==> src/rtl/char_lcd_nibble_write_sequencer_assert.svh <==
`ifndef CHAR_LCD_NIBBLE_WRITE_SEQUENCER_ASSERT_SVH
`define CHAR_LCD_NIBBLE_WRITE_SEQUENCER_ASSERT_SVH

// Concurrent check macros: same-cycle implication and next-cycle implication.
// Both sample on clk and are disabled while rst_n is low.

`ifndef NO_ASSERTIONS

`define CLNWS_ASSERT_NOW(lbl, ante, cons, msg) \
    lbl: assert property (@(posedge clk) disable iff (!rst_n) (ante) |-> (cons)) \
        else $error(msg);

`define CLNWS_ASSERT_NEXT(lbl, ante, cons, msg) \
    lbl: assert property (@(posedge clk) disable iff (!rst_n) (ante) |=> (cons)) \
        else $error(msg);

`else

`define CLNWS_ASSERT_NOW(lbl, ante, cons, msg)

`define CLNWS_ASSERT_NEXT(lbl, ante, cons, msg)

`endif

`endif

==> src/rtl/clnws_pkg.sv <==
`timescale 1ns / 1ps
`default_nettype none

package clnws_pkg;

    // Request operation codes
    localparam logic [1:0] OP_INIT = 2'd0;
    localparam logic [1:0] OP_CMD  = 2'd1;
    localparam logic [1:0] OP_CHAR = 2'd2;

    // Configuration register indexes
    localparam int         CFG_INDEX_W       = 3;
    localparam logic [2:0] CFG_STROBE_WAIT   = 3'd0;
    localparam logic [2:0] CFG_NIBBLE_WAIT   = 3'd1;
    localparam logic [2:0] CFG_BYTE_GAP_WAIT = 3'd2;
    localparam logic [2:0] CFG_POWERUP_WAIT  = 3'd3;
    localparam logic [2:0] CFG_CLEAR_WAIT    = 3'd4;

    // Register reset values
    localparam logic [15:0] RST_STROBE_WAIT   = 16'd25;
    localparam logic [15:0] RST_NIBBLE_WAIT   = 16'd30000;
    localparam logic [15:0] RST_BYTE_GAP_WAIT = 16'd800;
    localparam logic [15:0] RST_POWERUP_WAIT  = 16'd3200;
    localparam logic [15:0] RST_CLEAR_WAIT    = 16'd10000;

    // Character counter
    localparam int         COUNT_W     = 5;
    localparam logic [4:0] LINE_LENGTH = 5'd16;
    localparam logic [4:0] COUNT_MAX   = 5'd31;

    // Fixed command bytes
    localparam logic [7:0] CMD_LINE_TWO = 8'hC0;

    // Byte steps within a job
    localparam int         STEP_W         = 3;
    localparam logic [2:0] STEP_FIRST     = 3'd0;
    localparam logic [2:0] STEP_WRAP      = 3'd1;
    localparam logic [2:0] INIT_LAST_STEP = 3'd6;

    // Job queue between front and back
    localparam int QUEUE_DEPTH = 4;
    localparam int QUEUE_PTR_W = $clog2(QUEUE_DEPTH);
    localparam int QUEUE_CNT_W = $clog2(QUEUE_DEPTH + 1);

    localparam int WAIT_W = 17;

    typedef enum logic [1:0] {
        KIND_INIT = 2'd0,
        KIND_CMD  = 2'd1,
        KIND_CHAR = 2'd2
    } clnws_kind_t;

    typedef enum logic [1:0] {
        PH_CLEAR  = 2'd0,
        PH_DATA   = 2'd1,
        PH_STROBE = 2'd2,
        PH_HOLD   = 2'd3
    } clnws_phase_t;

    typedef struct packed {
        clnws_kind_t kind;
        logic [7:0]  byte_value;
        logic        line_wrap;
    } clnws_job_t;

    typedef struct packed {
        logic [15:0] strobe_wait;
        logic [15:0] nibble_wait;
        logic [15:0] byte_gap_wait;
        logic [15:0] powerup_wait;
        logic [15:0] clear_wait;
    } clnws_cfg_t;

    // Power-up command bytes, by step (step 0 is the pin-clear state)
    function automatic logic [7:0] init_cmd(input logic [2:0] step);
        logic [7:0] cmd;
        unique case (step)
            3'd1:    cmd = 8'h33;
            3'd2:    cmd = 8'h32;
            3'd3:    cmd = 8'h28;
            3'd4:    cmd = 8'h0C;
            3'd5:    cmd = 8'h06;
            3'd6:    cmd = 8'h01;
            default: cmd = 8'h00;
        endcase
        return cmd;
    endfunction

endpackage

`default_nettype wire

==> src/rtl/clnws_front.sv <==
`timescale 1ns / 1ps
`default_nettype none

module clnws_front
    import clnws_pkg::*;
(
    input  wire logic       clk,
    input  wire logic       rst_n,
    input  wire logic       req_valid,
    output logic            req_stall,
    input  wire logic [1:0] operation,
    input  wire logic [7:0] byte_value,
    input  wire logic       start_of_text,
    input  wire logic       queue_full,
    output logic            push,
    output clnws_job_t      push_job
);

    logic               accept;
    logic               is_job;
    logic [COUNT_W-1:0] count_base;
    logic [COUNT_W-1:0] count_bumped;
    logic [COUNT_W-1:0] char_count_reg;
    logic [COUNT_W-1:0] char_count_next;

    // Take a beat whenever the queue has room
    assign req_stall = queue_full;
    assign accept    = req_valid && !queue_full;

    // Restart the count on a new string, saturate at the top
    always_comb
    begin
        count_base   = start_of_text ? '0 : char_count_reg;
        count_bumped = (count_base < COUNT_MAX) ? count_base + 1'b1 : count_base;
    end

    // Classify the request and drop the unused code
    always_comb
    begin
        is_job              = 1'b1;
        char_count_next     = char_count_reg;
        push_job.kind       = KIND_CMD;
        push_job.byte_value = byte_value;
        push_job.line_wrap  = 1'b0;
        unique case (operation)
            OP_INIT:
            begin
                push_job.kind = KIND_INIT;
            end
            OP_CMD:
            begin
                push_job.kind = KIND_CMD;
            end
            OP_CHAR:
            begin
                push_job.kind      = KIND_CHAR;
                push_job.line_wrap = (count_base < COUNT_MAX) &&
                                     (count_bumped == LINE_LENGTH);
                if (accept)
                begin
                    char_count_next = count_bumped;
                end
            end
            default:
            begin
                is_job = 1'b0;
            end
        endcase
    end

    assign push = accept && is_job;

    always_ff @(posedge clk or negedge rst_n)
    begin
        if (!rst_n)
        begin
            char_count_reg <= '0;
        end
        else
        begin
            char_count_reg <= char_count_next;
        end
    end

endmodule

`default_nettype wire

==> src/rtl/clnws_queue.sv <==
`timescale 1ns / 1ps
`default_nettype none

module clnws_queue
    import clnws_pkg::*;
(
    input  wire logic       clk,
    input  wire logic       rst_n,
    input  wire logic       push,
    input  wire clnws_job_t push_job,
    input  wire logic       pop,
    output logic            full,
    output logic            head_valid,
    output clnws_job_t      head_job
);

    clnws_job_t             slot_reg [QUEUE_DEPTH];
    logic [QUEUE_PTR_W-1:0] wr_ptr_reg;
    logic [QUEUE_PTR_W-1:0] wr_ptr_next;
    logic [QUEUE_PTR_W-1:0] rd_ptr_reg;
    logic [QUEUE_PTR_W-1:0] rd_ptr_next;
    logic [QUEUE_CNT_W-1:0] count_reg;
    logic [QUEUE_CNT_W-1:0] count_next;
    logic                   do_pop;

    assign full       = (count_reg == QUEUE_CNT_W'(QUEUE_DEPTH));
    assign head_valid = (count_reg != '0);
    assign head_job   = slot_reg[rd_ptr_reg];
    assign do_pop     = pop && head_valid;

    // Advance pointers and occupancy
    always_comb
    begin
        wr_ptr_next = push ? wr_ptr_reg + 1'b1 : wr_ptr_reg;
        rd_ptr_next = do_pop ? rd_ptr_reg + 1'b1 : rd_ptr_reg;
        count_next  = count_reg;
        if (push && !do_pop)
        begin
            count_next = count_reg + 1'b1;
        end
        else if (do_pop && !push)
        begin
            count_next = count_reg - 1'b1;
        end
    end

    always_ff @(posedge clk or negedge rst_n)
    begin
        if (!rst_n)
        begin
            wr_ptr_reg <= '0;
            rd_ptr_reg <= '0;
            count_reg  <= '0;
        end
        else
        begin
            wr_ptr_reg <= wr_ptr_next;
            rd_ptr_reg <= rd_ptr_next;
            count_reg  <= count_next;
        end
    end

    // Store the job at the tail
    always_ff @(posedge clk)
    begin
        if (push)
        begin
            slot_reg[wr_ptr_reg] <= push_job;
        end
    end

endmodule

`default_nettype wire

==> src/rtl/clnws_back.sv <==
`timescale 1ns / 1ps
`default_nettype none
`include "char_lcd_nibble_write_sequencer_assert.svh"

module clnws_back
    import clnws_pkg::*;
(
    input  wire logic               clk,
    input  wire logic               rst_n,
    input  wire clnws_cfg_t         cfg,
    input  wire logic               head_valid,
    input  wire clnws_job_t         head_job,
    output logic                    pop,
    output logic                    pin_valid,
    input  wire logic               pin_stall,
    output logic [3:0]              data_nibble,
    output logic                    reg_select,
    output logic                    enable_line,
    output logic [WAIT_W-1:0]       wait_after,
    output logic                    last_state
);

    clnws_phase_t      phase_reg;
    clnws_phase_t      phase_next;
    logic [STEP_W-1:0] step_reg;
    logic [STEP_W-1:0] step_next;
    logic              half_reg;
    logic              half_next;

    logic              load;
    logic              powerup;
    logic              final_step;
    logic [7:0]        cur_byte;
    logic              cur_rs;
    logic [15:0]       cur_extra;

    logic [3:0]        gen_nibble;
    logic              gen_rs;
    logic              gen_enable;
    logic [WAIT_W-1:0] gen_wait;
    logic              gen_last;

    logic              out_valid_reg;
    logic              out_valid_next;
    logic [3:0]        nibble_reg;
    logic              rs_reg;
    logic              enable_reg;
    logic [WAIT_W-1:0] wait_reg;
    logic              last_reg;

    // Fill the output register when empty or being taken
    assign load = head_valid && (!out_valid_reg || !pin_stall);

    // Pick the byte, RS level and extra gap for the current step
    always_comb
    begin
        powerup    = 1'b0;
        final_step = 1'b0;
        cur_byte   = head_job.byte_value;
        cur_rs     = 1'b0;
        cur_extra  = '0;
        unique case (head_job.kind)
            KIND_INIT:
            begin
                powerup    = (step_reg == STEP_FIRST);
                final_step = (step_reg == INIT_LAST_STEP);
                cur_byte   = init_cmd(step_reg);
                cur_extra  = final_step ? cfg.clear_wait : cfg.byte_gap_wait;
            end
            KIND_CMD:
            begin
                final_step = 1'b1;
            end
            KIND_CHAR:
            begin
                final_step = head_job.line_wrap ? (step_reg == STEP_WRAP) : 1'b1;
                cur_rs     = (step_reg == STEP_FIRST);
                cur_byte   = (step_reg == STEP_FIRST) ? head_job.byte_value
                                                      : CMD_LINE_TWO;
                cur_extra  = cfg.byte_gap_wait;
            end
            default:
            begin
                final_step = 1'b1;
            end
        endcase
    end

    // Build the pin state and step to the next one
    always_comb
    begin
        gen_nibble = half_reg ? cur_byte[3:0] : cur_byte[7:4];
        gen_rs     = cur_rs;
        gen_enable = 1'b0;
        gen_wait   = '0;
        gen_last   = 1'b0;
        phase_next = phase_reg;
        step_next  = step_reg;
        half_next  = half_reg;

        if (powerup)
        begin
            gen_nibble = '0;
            gen_rs     = 1'b0;
            gen_wait   = {1'b0, cfg.powerup_wait};
        end
        else
        begin
            unique case (phase_reg)
                PH_CLEAR:
                begin
                    gen_nibble = '0;
                    gen_rs     = 1'b0;
                end
                PH_DATA:
                begin
                    gen_wait = '0;
                end
                PH_STROBE:
                begin
                    gen_enable = 1'b1;
                    gen_wait   = {1'b0, cfg.strobe_wait};
                end
                PH_HOLD:
                begin
                    gen_wait = {1'b0, cfg.nibble_wait} +
                               (half_reg ? {1'b0, cur_extra} : '0);
                    gen_last = final_step && half_reg;
                end
                default:
                begin
                    gen_wait = '0;
                end
            endcase
        end

        if (load)
        begin
            if (gen_last)
            begin
                phase_next = PH_CLEAR;
                step_next  = STEP_FIRST;
                half_next  = 1'b0;
            end
            else if (powerup)
            begin
                step_next = step_reg + 1'b1;
            end
            else if (phase_reg == PH_HOLD)
            begin
                phase_next = PH_CLEAR;
                half_next  = !half_reg;
                if (half_reg)
                begin
                    step_next = step_reg + 1'b1;
                end
            end
            else
            begin
                phase_next = clnws_phase_t'(phase_reg + 1'b1);
            end
        end
    end

    // Release the job after its final pin state
    assign pop = load && gen_last;

    always_ff @(posedge clk or negedge rst_n)
    begin
        if (!rst_n)
        begin
            phase_reg <= PH_CLEAR;
            step_reg  <= STEP_FIRST;
            half_reg  <= 1'b0;
        end
        else
        begin
            phase_reg <= phase_next;
            step_reg  <= step_next;
            half_reg  <= half_next;
        end
    end

    // Hold the beat while stalled, drop it once taken
    always_comb
    begin
        out_valid_next = out_valid_reg;
        if (load)
        begin
            out_valid_next = 1'b1;
        end
        else if (!pin_stall)
        begin
            out_valid_next = 1'b0;
        end
    end

    always_ff @(posedge clk or negedge rst_n)
    begin
        if (!rst_n)
        begin
            out_valid_reg <= 1'b0;
        end
        else
        begin
            out_valid_reg <= out_valid_next;
        end
    end

    always_ff @(posedge clk)
    begin
        if (load)
        begin
            nibble_reg <= gen_nibble;
            rs_reg     <= gen_rs;
            enable_reg <= gen_enable;
            wait_reg   <= gen_wait;
            last_reg   <= gen_last;
        end
    end

    assign pin_valid   = out_valid_reg;
    assign data_nibble = nibble_reg;
    assign reg_select  = rs_reg;
    assign enable_line = enable_reg;
    assign wait_after  = wait_reg;
    assign last_state  = last_reg;

    `CLNWS_ASSERT_NOW(a_idle_counters_home, !head_valid,
        (phase_reg == PH_CLEAR) && (step_reg == STEP_FIRST) && !half_reg,
        "sequence counters moved with no job at the head")
    `CLNWS_ASSERT_NEXT(a_counters_reset_after_last, pop,
        (phase_reg == PH_CLEAR) && (step_reg == STEP_FIRST) && !half_reg,
        "sequence counters not cleared after the final pin state")
    `CLNWS_ASSERT_NOW(a_step_in_range, 1'b1, step_reg <= INIT_LAST_STEP,
        "byte step ran past the power-up sequence")
    `CLNWS_ASSERT_NOW(a_strobe_not_last, pin_valid && enable_line, !last_state,
        "request ended with enable held high")

endmodule

`default_nettype wire

==> src/rtl/char_lcd_nibble_write_sequencer.sv <==
// Character LCD 4-bit write sequencer.
// Request channel (req_valid / req_stall): operation 0 runs the power-up
// sequence, 1 sends byte_value as a command, 2 sends it as a character;
// start_of_text restarts the line counter. Code 3 is taken and dropped.
// Pin channel (pin_valid / pin_stall): one beat per LCD pin state with
// data_nibble, reg_select, enable_line, the wait_after count, and
// last_state on the final beat of each request.
// Config channel (cfg_valid / cfg_ready): cfg_index picks a wait register,
// cfg_data is written; ready is always high, unknown indexes are ignored.
// Throughput: one pin state per cycle while pin_stall is low; a command is
// 8 pin states, a character 8 (16 when it wraps to line two) and power-up 49.
// The pin sequencer emitting one state per cycle sets this rate.
// A taken request enters the job queue, then its first beat is registered.
// A four-entry job queue lets requests be taken while earlier ones play out.
// A stalled beat holds; the queue fills and then stalls the request side.
// Reset empties the queue, clears the character count and restores the
// default wait values.
`timescale 1ns / 1ps
`default_nettype none

module char_lcd_nibble_write_sequencer
    import clnws_pkg::*;
(
    input  wire logic                   clk,
    input  wire logic                   rst_n,
    input  wire logic                   req_valid,
    output logic                        req_stall,
    input  wire logic [1:0]             operation,
    input  wire logic [7:0]             byte_value,
    input  wire logic                   start_of_text,
    output logic                        pin_valid,
    input  wire logic                   pin_stall,
    output logic [3:0]                  data_nibble,
    output logic                        reg_select,
    output logic                        enable_line,
    output logic [WAIT_W-1:0]           wait_after,
    output logic                        last_state,
    input  wire logic                   cfg_valid,
    output logic                        cfg_ready,
    input  wire logic [CFG_INDEX_W-1:0] cfg_index,
    input  wire logic [15:0]            cfg_data
);

    clnws_cfg_t cfg_reg;
    clnws_cfg_t cfg_next;
    logic       push;
    clnws_job_t push_job;
    logic       queue_full;
    logic       pop;
    logic       head_valid;
    clnws_job_t head_job;

    assign cfg_ready = 1'b1;

    // Decode register writes
    always_comb
    begin
        cfg_next = cfg_reg;
        if (cfg_valid && cfg_ready)
        begin
            unique case (cfg_index)
                CFG_STROBE_WAIT:   cfg_next.strobe_wait   = cfg_data;
                CFG_NIBBLE_WAIT:   cfg_next.nibble_wait   = cfg_data;
                CFG_BYTE_GAP_WAIT: cfg_next.byte_gap_wait = cfg_data;
                CFG_POWERUP_WAIT:  cfg_next.powerup_wait  = cfg_data;
                CFG_CLEAR_WAIT:    cfg_next.clear_wait    = cfg_data;
                default:           cfg_next = cfg_reg;
            endcase
        end
    end

    always_ff @(posedge clk or negedge rst_n)
    begin
        if (!rst_n)
        begin
            cfg_reg.strobe_wait   <= RST_STROBE_WAIT;
            cfg_reg.nibble_wait   <= RST_NIBBLE_WAIT;
            cfg_reg.byte_gap_wait <= RST_BYTE_GAP_WAIT;
            cfg_reg.powerup_wait  <= RST_POWERUP_WAIT;
            cfg_reg.clear_wait    <= RST_CLEAR_WAIT;
        end
        else
        begin
            cfg_reg <= cfg_next;
        end
    end

    clnws_front u_front (
        .clk           (clk),
        .rst_n         (rst_n),
        .req_valid     (req_valid),
        .req_stall     (req_stall),
        .operation     (operation),
        .byte_value    (byte_value),
        .start_of_text (start_of_text),
        .queue_full    (queue_full),
        .push          (push),
        .push_job      (push_job)
    );

    clnws_queue u_queue (
        .clk        (clk),
        .rst_n      (rst_n),
        .push       (push),
        .push_job   (push_job),
        .pop        (pop),
        .full       (queue_full),
        .head_valid (head_valid),
        .head_job   (head_job)
    );

    clnws_back u_back (
        .clk         (clk),
        .rst_n       (rst_n),
        .cfg         (cfg_reg),
        .head_valid  (head_valid),
        .head_job    (head_job),
        .pop         (pop),
        .pin_valid   (pin_valid),
        .pin_stall   (pin_stall),
        .data_nibble (data_nibble),
        .reg_select  (reg_select),
        .enable_line (enable_line),
        .wait_after  (wait_after),
        .last_state  (last_state)
    );

endmodule

`default_nettype wire

==> config.mk <==
export PLATFORM = sky130hd
export DESIGN_NAME = char_lcd_nibble_write_sequencer
export DESIGN_NICKNAME = d
export VERILOG_FILES = /design/src/rtl/clnws_pkg.sv /design/src/rtl/clnws_front.sv /design/src/rtl/clnws_queue.sv /design/src/rtl/clnws_back.sv /design/src/rtl/char_lcd_nibble_write_sequencer.sv
export VERILOG_INCLUDE_DIRS = /design/src /design/src/rtl
export SDC_FILE = /design/constraint.sdc
export NUM_CORES = 1
export LEC_CHECK = 0
export ABC_AREA = 1
export ABC_CLOCK_PERIOD_IN_PS = 3500
export BUFFER_PORTS_ARGS = -buffer_cell sky130_fd_sc_hd__buf_2
export CORE_AREA = 2 2 130 132
export CTS_CLUSTER_DIAMETER = 40
export DETAILED_ROUTE_END_ITERATION = 6
export DIE_AREA = 0 0 132 134
export PLACE_DENSITY = 0.83
export SLEW_MARGIN = 40
export SYNTH_ARGS = -nofsm -noshare
export SYNTH_HDL_FRONTEND = slang
export SYNTH_HIERARCHICAL = 1
export SYNTH_SLANG_ARGS = --single-unit
==> constraint.sdc <==
create_clock -name clk -period 3.5 [get_ports clk]
set_clock_uncertainty 0.05 [all_clocks]
set_input_delay 0.525 -clock clk [delete_from_list [all_inputs] [get_ports clk]]
set_output_delay 0.525 -clock clk [all_outputs]
set_load 0.01 [all_outputs]
==> impl_metrics.py <==
metrics = {
    "power": {
        "pwr-share-clk_pct": 25.8,
        "sw_frac_of_total_pct": 39.2,
        "static-leakage-power_uw": 0.00492,
        "power.density_nw_per_um2": 769,
        "p_sw_uw": 2970,
        "vdd_drop_max_mv": 0.512,
        "combinationalPowerShare_pct": 35.7,
        "internal_power_uw": 4600,
        "power_share_of_the_sequential_group_pct": 38.5,
    },
    "die": {
        "fp.coreArea_um2": 16300,
        "die_w_um": 132,
        "die-height_um": 134,
        "rows": 47,
        "top_level_ports": 62,
        "start_util_pct": 54.3,
        "die-area_um2": 17700,
    },
    "critical_path": {
        "startpoint_type": "register",
        "crit_path_end_kind": "register",
        "worst-setup-path-type": "register to register",
        "critical_path.slowest_cell": "sky130_fd_sc_hd__dfrtp_1",
        "timing.reg2reg.setup_slack_ns": 0.28,
        "critical_path.most_common_cell": "sky130_fd_sc_hd__nand2_1",
        "cp_slowest_stage_delay_ns": 0.42,
        "rr_startpoint": "u_queue/rd_ptr_reg[0]",
        "crit_path_cell_trace": "inv_4 > nand2_1 > o211ai_1 > nand2_1 > nor2_8 > inv_2 > nor2_4 > buf_4 > a22oi_1 > nor2_1 > ha_1 > nor2_1 > inv_1 > nand3b_1 > nand2_1 > o21ai_0 > nand3_1",
        "timing.critical_path.to": "u_back/wait_after[6]",
        "required_time_reported_for_the_critical_path_endpoint_ns": 3.62,
        "worstRegToRegCells": 17,
        "worstPathMaxFanout": 17,
        "rr_endpoint": "u_back/wait_after[6]",
        "worst_ep_arrival_time_ns": 3.34,
        "cp-startpoint": "u_queue/rd_ptr_reg[0]",
    },
    "routing": {
        "route.detailed.drc": 0,
        "detail_route.iter0.violations": 565,
        "postRouteWirelength_mm": 20.1,
        "avgRoutedWirePerCell_um": 15.5,
        "drt_pre_antenna_iters": 5,
        "final_antenna_net_count": 0,
        "routed_via_density": 5.42,
        "detailroute.via_count": 7015,
    },
    "status": {
        "violations_in_the_final_reports": "negative hold slack",
        "outcome": "finished, violations left",
    },
    "clocking": {
        "cts_tree": "yes",
        "cts.htree.levels": 4,
        "holdBufCountCts": 0,
        "ctsRootBufferMaster": "sky130_fd_sc_hd__clkbuf_16",
        "max-clock-path-buffers": 2,
        "tritoncts.num_buffers": 17,
        "insertion_delay_ns": 0.44,
        "cts.clk_slew.worst_paths_ns": 0.07,
        "tritoncts_num_sinks": 167,
    },
    "synthesis": {
        "synthDominantAreaCellType": "sky130_fd_sc_hd__edfxtp_1",
        "syn-num-nets": 1080,
        "synth.cell_area_um2": 8850,
        "synth_cell_types": 45,
        "synth.top_cells.by_area": "sky130_fd_sc_hd__edfxtp_1, sky130_fd_sc_hd__dfrtp_1, sky130_fd_sc_hd__nand2_1, sky130_fd_sc_hd__dfstp_2, sky130_fd_sc_hd__nand3_1",
        "synth_warnings": 6,
        "ys_seq_elements": 167,
        "edff_count_synth": 68,
        "mean_area_per_synthesized_cell_um2": 8.74,
        "synth_sequential_area_ratio_pct": 51.4,
        "synth-main-ff-cell": "sky130_fd_sc_hd__dfrtp_1",
        "synthCells": 1013,
        "synth.top_cell.area_share_pct": 23.1,
        "ys_async_sr_fraction_pct": 59.3,
    },
    "placement": {
        "port_buffers": 60,
        "place.detailed.hpwl_mm": 13.7,
        "gp_routability_congestion": 0.982,
    },
    "timing": {
        "rsz_0062_raised_after_global_routing": "no",
        "setup_viol": 0,
        "worst-slew-pin-transition_ns": 0.650,
        "fmax_ghz": 0.311,
        "fin_worst_hold_slack_ns": -0.0120,
        "min_period_over_period_pct": 91.9,
        "drv_slew": 0,
        "max_slew_margin_pct": 56.4,
        "hold_viol_final": 4,
        "setup-tns-final_ns": 0,
        "finalCriticalPeriod_ns": 3.22,
    },
    "global_routing": {
        "grt.overflow.total": 0,
        "grt_util_overall_pct": 23.4,
        "grt_first_pass_wirelength_mm": 32.7,
        "grt_antenna_before_repair": 0,
        "grt_pass1_vias": 6572,
        "largest_net_degree_at_the_start_of_global_routing": 60,
    },
    "min_path": {
        "worstHoldPathType": "input port to asynchronous set/reset pin",
    },
    "layout": {
        "n_antenna_cell": 0,
        "layout_commonest_cell": "sky130_fd_sc_hd__nand2_1",
        "area_delta_synth_final_pct": 11.1,
        "layout_common_cells": "sky130_fd_sc_hd__nand2_1, sky130_fd_sc_hd__inv_1, sky130_fd_sc_hd__nand3_1",
        "final_layout_size_suffix_gt1_share_pct": 16.3,
        "largest_register_ff_count": 80,
        "num-nets-final": 1129,
        "layout.filler_cells": 1334,
    },
    "flow_run": {
        "max_cap_viol_count": 0,
    },
}
-- per-stage QoR --
stage	total power (uW)	cells	setup WS, ns	utilization [%]	area, um^2
floorplan	4880	1013	0.479	-	8850
global placement	5470	1262	0.381	56.4	9190
detailed placement	5550	1262	0.250	56.4	9190
CTS	7520	1294	0.226	60.3	9820
global route	8020	1295	0.00562	60.4	9830
finish	7560	1295	0.283	60.4	9830
-- what timing repair did --
action	4_1_cts	5_1_grt
buffers inserted	0	1
endpoints found under the setup margin	0	10
resized for setup	0	2
-- final cells by class --
class / count / area, um^2 / share of cell area [%]
clock buffer: 17 / 425 / 4.33
clock inverter: 15 / 198 / 2.01
inverter: 119 / 457 / 4.64
multi-input combinational: 685 / 3530 / 36.0
sequential: 167 / 4550 / 46.2
tap: 220 / 275 / 2.80
timing repair buffer: 72 / 397 / 4.03
-- metal layers --
layer | GRT usage, % | part of all wire (%) | up-vias
met4 | 10.5 | 3.0 | 0
met5 | 0 | 0 | -
li1 | - | - | 3380
met3 | 4.91 | 6.2 | 51
met1 | 30.1 | 43 | 3312
met2 | 38.3 | 48 | 272
-- worst min path at each step --
stage | from | end | slack [ns] | cells past startpoint
2_1_floorplan | rst_n | cfg_reg[0] | 0.18 | 0
3_3_place_gp | cfg_reg[67] | cfg_reg[67] | 0.40 | 2
3_5_place_dp | cfg_reg[8] | cfg_reg[8] | 0.40 | 2
4_1_cts | rst_n | cfg_reg[28] | 0.13 | 1
5_1_grt | rst_n | cfg_reg[74] | 0.04 | 1
6_report | rst_n | cfg_reg[28] | -0.01 | 1
-- worst max-delay path, delay by kind of cell, from the launching register on --
kind,cells,cell delay [ns]
compound gates,3,0.43
fa+ha+maj,1,0.29
buf+inv,4,0.52
flops,1,0.42
simple gates,9,1.21
-- synth_stat cells, types with 2 or more instances --
master	instances
sky130_fd_sc_hd__o21ai_1	4
sky130_fd_sc_hd__nor2_1	46
sky130_fd_sc_hd__nand2_4	5
sky130_fd_sc_hd__buf_4	17
sky130_fd_sc_hd__nor3_1	5
sky130_fd_sc_hd__nor2_4	9
sky130_fd_sc_hd__o211ai_1	24
sky130_fd_sc_hd__buf_2	10
sky130_fd_sc_hd__buf_6	11
sky130_fd_sc_hd__nand2_2	7
sky130_fd_sc_hd__nand3_1	93
sky130_fd_sc_hd__ha_1	30
sky130_fd_sc_hd__a22o_1	8
sky130_fd_sc_hd__nand4_1	4
sky130_fd_sc_hd__inv_4	3
sky130_fd_sc_hd__dfrtp_1	78
sky130_fd_sc_hd__inv_2	13
sky130_fd_sc_hd__edfxtp_1	68
sky130_fd_sc_hd__nor2_2	2
sky130_fd_sc_hd__a22oi_1	16
sky130_fd_sc_hd__dfstp_2	21
sky130_fd_sc_hd__a21oi_1	20
sky130_fd_sc_hd__nor2_8	2
sky130_fd_sc_hd__a211oi_1	3
sky130_fd_sc_hd__fa_1	2
sky130_fd_sc_hd__nand2_1	368
sky130_fd_sc_hd__o21ai_0	17
sky130_fd_sc_hd__clkbuf_1	3
sky130_fd_sc_hd__xor2_1	3
sky130_fd_sc_hd__inv_1	102
sky130_fd_sc_hd__nand3b_1	5
-- cells by family (layout without fill, tap and decap cells) --
kind of cell	count (synthesis)	after routing	synth area share (%)
flops	167	167	51.4
other cells	1	1	0.0424
compound gates	98	98	7.42
buf+inv	161	223	8.72
fa+ha+maj	32	32	4.69
simple gates	550	550	27.4
xor+xnor	4	4	0.396
-- power by group through the flow --
stage	Sequential (uW)	Combinational [uW]	Clock [uW]
after global routing	2970	3010	2040
after floorplan	2960	1920	0
after global placement	2930	2540	0
after detailed placement	2940	2610	0
after CTS	2910	2640	1970
final	2910	2700	1950
(Power assumes the default switching activity.)
